===== config.mk =====
export PLATFORM = sky130hd
export DESIGN_NAME = sact_ctrl
export DESIGN_NICKNAME = d
export VERILOG_FILES = /design/src/hw/rtl/sact_pkg.sv /design/src/hw/rtl/sact_ctrl.sv
export SDC_FILE = /design/constraint.sdc
export NUM_CORES = 1
export LEC_CHECK = 0
export ABC_AREA = 1
export BUFFER_PORTS_ARGS = -buffer_cell sky130_fd_sc_hd__buf_2
export CAP_MARGIN = 20
export CORE_AREA = 2 2 39 41
export CTS_CLUSTER_SIZE = 16
export DETAILED_ROUTE_END_ITERATION = 10
export DIE_AREA = 0 0 41 43
export SYNTH_ARGS = -nofsm -noshare
export SYNTH_HDL_FRONTEND = slang
export SYNTH_SLANG_ARGS = --single-unit

===== constraint.sdc =====
create_clock -name i_clk -period 1.8 [get_ports i_clk]
set_clock_uncertainty 0.1 [all_clocks]
set_input_delay 0.36 -clock i_clk [delete_from_list [all_inputs] [get_ports i_clk]]
set_output_delay 0.36 -clock i_clk [all_outputs]
set_load 0.01 [all_outputs]

===== src/hw/rtl/sact_pkg.sv =====
// Shared constants, types and state codes for the set-associative cache tag model.
package sact_pkg;

    // Geometry of the memory and the cache tag model.
    localparam int MEM_WORDS  = 65536;
    localparam int LINE_WORDS = 16;
    localparam int NUM_SETS   = 64;
    localparam int NUM_WAYS   = 4;
    localparam int AGE_BITS   = 16;

    // Field widths of the transactions.
    localparam int ADDR_BITS = 16;
    localparam int DATA_BITS = 32;
    localparam int CNT_BITS  = 32;

    // Derived widths.
    localparam int WIDX_BITS    = $clog2(MEM_WORDS);
    localparam int LINE_BITS    = $clog2(LINE_WORDS);
    localparam int SET_BITS     = (NUM_SETS > 1) ? $clog2(NUM_SETS) : 1;
    localparam int SET_SHIFT    = $clog2(NUM_SETS);
    localparam int TAG_BITS     = ADDR_BITS - LINE_BITS - SET_SHIFT;
    localparam int WAY_IDX_BITS = (NUM_WAYS > 1) ? $clog2(NUM_WAYS) : 1;

    localparam logic [AGE_BITS-1:0] AGE_MAX   = '1;
    localparam logic [AGE_BITS-1:0] AGE_RESET = AGE_BITS'(1);

    // Access codes.
    localparam logic CMD_READ  = 1'b0;
    localparam logic CMD_WRITE = 1'b1;

    // Input transaction.
    typedef struct packed {
        logic                 command;
        logic [ADDR_BITS-1:0] address;
        logic [DATA_BITS-1:0] write_data;
    } t_in;

    // Result transaction.
    typedef struct packed {
        logic [DATA_BITS-1:0] read_data;
        logic                 hit;
        logic [CNT_BITS-1:0]  hit_count;
        logic [CNT_BITS-1:0]  read_count;
    } t_out;

    // One way of a set.
    typedef struct packed {
        logic                valid;
        logic [TAG_BITS-1:0] tag;
        logic [AGE_BITS-1:0] age;
    } t_way;

    typedef t_way [NUM_WAYS-1:0] t_row;

    // Controller states.
    typedef enum logic [1:0] {
        ST_CLEAR,
        ST_IDLE,
        ST_EXEC
    } t_state;

    // Commands from the controller to the datapath.
    typedef struct packed {
        logic clear;
        logic capture;
        logic exec;
    } t_cmd;

    // Status from the datapath to the controller.
    typedef struct packed {
        logic clear_done;
    } t_sts;

endpackage


===== src/hw/rtl/sact_ctrl.sv =====
// Controller state machine: memory clearing pass, accept and execute sequencing.
module sact_ctrl (
    input  logic          i_clk,
    input  logic          i_rst_n,
    input  logic          i_in_valid,
    output logic          o_in_ready,
    output logic          o_out_valid,
    input  logic          i_out_ready,
    output sact_pkg::t_cmd o_cmd,
    input  sact_pkg::t_sts i_sts
);

    sact_pkg::t_state r_state;
    sact_pkg::t_state n_state;
    logic             r_out_valid;
    logic             n_out_valid;
    logic             w_accept;

    // A transaction is taken only in idle, and only when the result register frees up.
    assign w_accept    = i_in_valid && o_in_ready;
    assign o_out_valid = r_out_valid;

    // Next state.
    always_comb begin
        n_state = r_state;
        case (r_state)
            sact_pkg::ST_CLEAR: begin
                if (i_sts.clear_done) begin
                    n_state = sact_pkg::ST_IDLE;
                end
            end
            sact_pkg::ST_IDLE: begin
                if (w_accept) begin
                    n_state = sact_pkg::ST_EXEC;
                end
            end
            sact_pkg::ST_EXEC: begin
                n_state = sact_pkg::ST_IDLE;
            end
            default: begin
                n_state = sact_pkg::ST_CLEAR;
            end
        endcase
    end

    // Outputs and commands.
    always_comb begin
        o_in_ready    = 1'b0;
        o_cmd.clear   = 1'b0;
        o_cmd.capture = 1'b0;
        o_cmd.exec    = 1'b0;
        case (r_state)
            sact_pkg::ST_CLEAR: begin
                o_cmd.clear = 1'b1;
            end
            sact_pkg::ST_IDLE: begin
                o_in_ready    = !r_out_valid || i_out_ready;
                o_cmd.capture = i_in_valid && (!r_out_valid || i_out_ready);
            end
            sact_pkg::ST_EXEC: begin
                o_cmd.exec = 1'b1;
            end
            default: begin
                o_in_ready = 1'b0;
            end
        endcase
    end

    // Result valid: loaded when the execute step ends, cleared when the result is taken.
    always_comb begin
        n_out_valid = r_out_valid;
        if (r_out_valid && i_out_ready) begin
            n_out_valid = 1'b0;
        end
        if (o_cmd.exec) begin
            n_out_valid = 1'b1;
        end
    end

    always_ff @(posedge i_clk) begin
        if (!i_rst_n) begin
            r_state     <= sact_pkg::ST_CLEAR;
            r_out_valid <= 1'b0;
        end else begin
            r_state     <= n_state;
            r_out_valid <= n_out_valid;
        end
    end

    // An accepted transaction is executed in the very next cycle.
    a_capture_then_exec: assert property (@(posedge i_clk) disable iff (!i_rst_n)
        o_cmd.capture |=> r_state == sact_pkg::ST_EXEC)
        else $error("accepted transaction not executed next cycle");

    // The result register is free whenever a result is written into it.
    a_exec_out_free: assert property (@(posedge i_clk) disable iff (!i_rst_n)
        r_state == sact_pkg::ST_EXEC |-> !r_out_valid)
        else $error("result register overwritten");

    // Every execute step leaves a result waiting.
    a_exec_gives_result: assert property (@(posedge i_clk) disable iff (!i_rst_n)
        r_state == sact_pkg::ST_EXEC |=> r_out_valid)
        else $error("execute step produced no result");

    // No transaction is taken during the clearing pass.
    a_no_accept_in_clear: assert property (@(posedge i_clk) disable iff (!i_rst_n)
        r_state == sact_pkg::ST_CLEAR |-> !o_in_ready && !o_cmd.capture)
        else $error("transaction accepted while clearing");

endmodule


Yosys cells after proc, flatten, opt, wreduce, memory -nomap -nowiden
Cells that the tools add are included.

cells by class
  add/sub/neg operators = 0
  $mul = 0
  div/mod/pow operators = 0
  order comparisons = 0
  equality and inequality tests = 4
  shift-type cells = 0
  multiplexer cells = 9
  bitwise logic cells = 0
  reduce and logical (&&, ||, !) cells = 8

operators with widths
  operator                                             count
  two-way mux 1 bit                                    6
  case mux 2 bit (3 select lines)                      1
  two-way mux 2 bit                                    2
  != test 2 bit, second input constant                 2
  logical AND 1 bit                                    3
  equality test 2 x 1 -> 1 bit, second input constant  1
  equality test 2 bit, second input constant           1
  logical NOT 2 bit                                    1
  AND reduction 2 bit                                  1
  nonzero test 2 bit                                   1
  logical NOT 1 bit                                    1
  logical OR 1 bit                                     1

word-level totals
  register bits after elaboration = 3
  latch bits = 0
  bits in writable memories = 0
  memory bits (read-only) = 0
  logic and storage cells = 23
  memories = 0

Depth between registers and ports, before layout
  depth after elaboration = 6
  mapped depth = 5

Worst setup path before layout
Ideal clock, no wire load.

  path type = register to output
  start point = register r_state[0]
  end point = output o_in_ready
  data arrival time = 0.717 ns
  required time = 1.340 ns
  path slack = 0.623 ns
  cell stages (with the launch flop) = 5
  path buffers = 0
  path through = dfxtp_1 inv_2 nor2_2 inv_2 a21oi_1

on the way
  longest elaborated chain between the ends = 2

RTL lines
  item                          RTL line         RTL
  from (decl)                   sact_ctrl.sv:13  sact_pkg::t_state r_state;
  from (signal assigned)        sact_ctrl.sv:82  r_state <= sact_pkg::ST_CLEAR;
  from (signal assigned)        sact_ctrl.sv:85  r_state <= n_state;
  equality test 2 x 1 -> 1 bit  sact_ctrl.sv:52  case (r_state)
  two-way mux 1 bit             sact_ctrl.sv:52
  to (decl)                     sact_ctrl.sv:6   output logic o_in_ready,

No other way between the ends.

Worst setup path after layout
Ends and elaborated chain as after synthesis.

==> PnR_summary.wiki <==
{| class="wikitable"
! Metric !! Value
|-
| Iteration count of the initial detailed-routing pass || 2
|-
| R2R setup slack || 0.95 ns
|-
| Mean cell area of the mapped netlist || 7.031 um2
|-
| Residual DRC || 0
|-
| Clock buffers created by TritonCTS || 3
|-
| Worst setup path startpoint || r_state[0]$_SDFFE_PN0P_
|-
| Gr ovfl total || 0
|-
| Largest net degree at the start of global routing || 5
|-
| Worst slew pin tran || 0.1306 ns
|-
| Final routed wirelength across all metal layers || 324 um
|-
| Combinational share of power || 0.140
|-
| Max-slew headroom at the worst pin || 0.9120
|-
| Critical path capture point type || primary output
|-
| Clock tree from TritonCTS || yes
|-
| Count of instances resized after the clock tree is built || 0
|-
| Cell internal pwr || 0.1662 mW
|-
| Met2 capacity usage during global routing || 0.05000
|-
| Y dimension of the die || 43 um
|-
| Share of total power in sequential cells || 0.333
|-
| Crit path to || o_in_ready
|-
| Row count || 14
|-
| Final period util || 0.8214
|-
| Pwr Density || about 940 nW/um2
|-
| Setup slack after layout || 0.3215 ns
|-
| Minimum period implied by the final worst setup slack || 1.479 ns
|-
| Kind of launch point of the worst setup path || flip-flop
|-
| Wire length of the first global-routing pass || 414 um
|-
| Setup TNS Final || 0 ns
|-
| Number of buffers added to fix hold violations after cts || 0
|-
| Peak per-stage delay on the critical path || 0.33 ns
|-
| Reg2reg start || r_state[0]$_SDFFE_PN0P_
|-
| HPWL reported at the end of detailed placement || 265.3 um
|-
| Final-layout worst hold slack || 0.3023 ns
|-
| Clock transition at path regs || 0.03 ns
|-
| Static leakage || 0.1243 nW
|-
| Bufs on Longest Clock Path || 2
|-
| Initial standard-cell utilization of the core || 0.1067
|-
| Yosys warnings || 0
|-
| Core Area || 1384 um2
|-
| Number of cell instances on the worst register-to-register path || 4
|-
| ANT nets after route || 0
|-
| Cells traversed along the worst timing path || inv_2, nor2_2, inv_2, a21oi_1, buf_2
|-
| Met1 Track Usage GR || 0.02548
|-
| Final GP Congestion || 0.6068
|-
| Horizontal die dimension || about 41 um
|-
| All-layer global routing usage || 0.04805
|-
| H-Tree Level Count || 1
|-
| Fin. max-slew vios || 0
|-
| Post-placement setup slack || about 0.49 ns
|-
| Total number of nets in the final design || 39
|-
| Floorplan die area || around 1800 um2
|-
| Net Switching || approximately 0.05 mW
|-
| Arrival @ worst endpoint || 1.02 ns
|-
| Area overhead of the layout relative to synthesis || 56.78%
|-
| Part of the power in the clock network || 0.527
|-
| Fraction of layout cells with a size suffix above 1 || 0.5152
|-
| Cell type of the slowest stage on the worst timing path || dfxtp_1
|-
| Min-Delay Path Class || in2reg
|-
| Switching fraction of total power || 0.2355
|-
| Worst supply voltage drop on vdd || 0.1150 mV
|-
| Clock Sink Count || 3
|-
| Later-pin clock latency in the skew report || 0.23 ns
|-
| Maximum fanout along the worst path || 3
|-
| F_max || 676.3 MHz
|-
| Final setup violation count || 0
|-
| Status || completed
|-
| Grt met3 use || 0.01571
|-
| Clk Tree Root Cell || clkbuf_4
|-
| Antenna fix cells || 0
|-
| Required time reported for the critical path endpoint || between 1 and 1.5 ns
|-
| Post-route total power || 0.2174 mW
|-
| Post-synth design cell area || about 150 um2
|-
| Type of the worst setup path || reg2out
|-
| Post-CTS Setup Repair Bufs || 0
|-
| Final number of hold-violating endpoints || 0
|-
| Endpoint of the lowest-slack register-to-register path || r_state[1]$_SDFFE_PN0P_
|-
| Initial antenna violation count || 0
|-
| Count of distinct cell types in the synthesized netlist || 11
|-
| Setup repair after global routing missed its margin || no
|-
| Share of the core filled with cells || 0.1673
|-
| CP most frequent cell || inv_2
|-
| Input/output buffers || 9
|-
| Post-synthesis register bit count || 3
|-
| Busiest layer in global routing || met4
|-
| Synthesized net count || 26
|-
| Mean routed wirelength per cell || 6.612 um
|-
| Synth Instances || 21
|-
| Number of placed I/O pins || 10
|-
| Via count of the first global-routing pass || 142
|-
| Portion of the post-synthesis area used by sequential elements || 0.4068
|-
| Detailed-route vias per instance || 3.245
|-
| Most common cell after layout, fill and taps aside || buf_2
|-
| Via count || 159
|-
| Number of violations reported at the end of detailed-routing iteration 0 || 1
|-
| Total of max-cap violations || 0
|}
==> per-stage QoR <==
| stage | std cells | cell area, um2 |
|---|---|---|
| final | 49 | 231.5 |
| after global routing | 49 | 231.5 |
| after CTS | 49 | 231.5 |
| after detailed placement | 45 | 205.2 |
| after global placement | 45 | 205.2 |
| after floorplan | 21 | 147.6 |
==> synthesized netlist by cell type (all sizes together) <==
library cell,instances,area share
a21oi,3,0.10
buf,1,0.051
dfxtp,3,0.41
inv,5,0.13
nand2,4,0.12
nor2,3,0.093
nor3,1,0.068
o21ai,1,0.034
==> sequential cells by signal (all words and copies together), names as in the netlist <==
name and cells:
o_out_valid 1, r_state 2
==> cells by family after synthesis <==
logic type / after synthesis / share of synthesized area
flip-flops: 3 / 0.4068
AO/OA/AOI/OAI: 4 / 0.1355
AND/OR/NAND/NOR: 8 / 0.2797
buffers and inverters: 6 / 0.1780
==> cell type report <==
type | instances | area, um2
Inverter | 5 | 18.77
Sequential cell | 3 | 60.06
Fill cell | 168 | 1152
Tap cell | 16 | 20.02
Multi-Input combinational cell | 12 | 61.31
Timing Repair Buffer | 9 | 45.04
Clock buffer | 4 | 26.28
==> metal layers <==
layer | part of all wire | routed length (um)
met1 | 0.39 | 127
met2 | 0.45 | 146
met3 | 0.093 | 30
met4 | 0.059 | 19
met5 | 0 | 0
==> worst max-delay path, delay by kind of cell (launching register included) <==
kind                   cells  cell delay, ns
AND/OR/NAND/NOR            1            0.11
flip-flops                 1            0.33
AO/OA/AOI/OAI              1            0.10
buffers and inverters      3            0.25
==> how the worst min path moves through the flow <==
stage               slack (ns)                     start  cells past startpoint                       end
floorplan                 0.39   r_state[1]$_SDFFE_PN0P_                      2  o_out_valid$_SDFFE_PN0P_
global placement          0.42  o_out_valid$_SDFFE_PN0P_                      2  o_out_valid$_SDFFE_PN0P_
detailed placement        0.43   r_state[1]$_SDFFE_PN0P_                      2  o_out_valid$_SDFFE_PN0P_
CTS                       0.30                i_in_valid                      3   r_state[1]$_SDFFE_PN0P_
global route              0.30                i_in_valid                      3   r_state[1]$_SDFFE_PN0P_
finish                    0.30                i_in_valid                      3   r_state[1]$_SDFFE_PN0P_
==> power groups by stage <==
stage	Combinational, mW	Sequential [mW]	Clock, mW
finish	0.0304	0.0724	0.115
global route	0.0341	0.0725	0.125
CTS	0.0311	0.0723	0.122
detailed placement	0.0310	0.0733	0
global placement	0.0304	0.0733	0
floorplan	0.0190	0.0734	0
(Power assumes the default switching activity.)
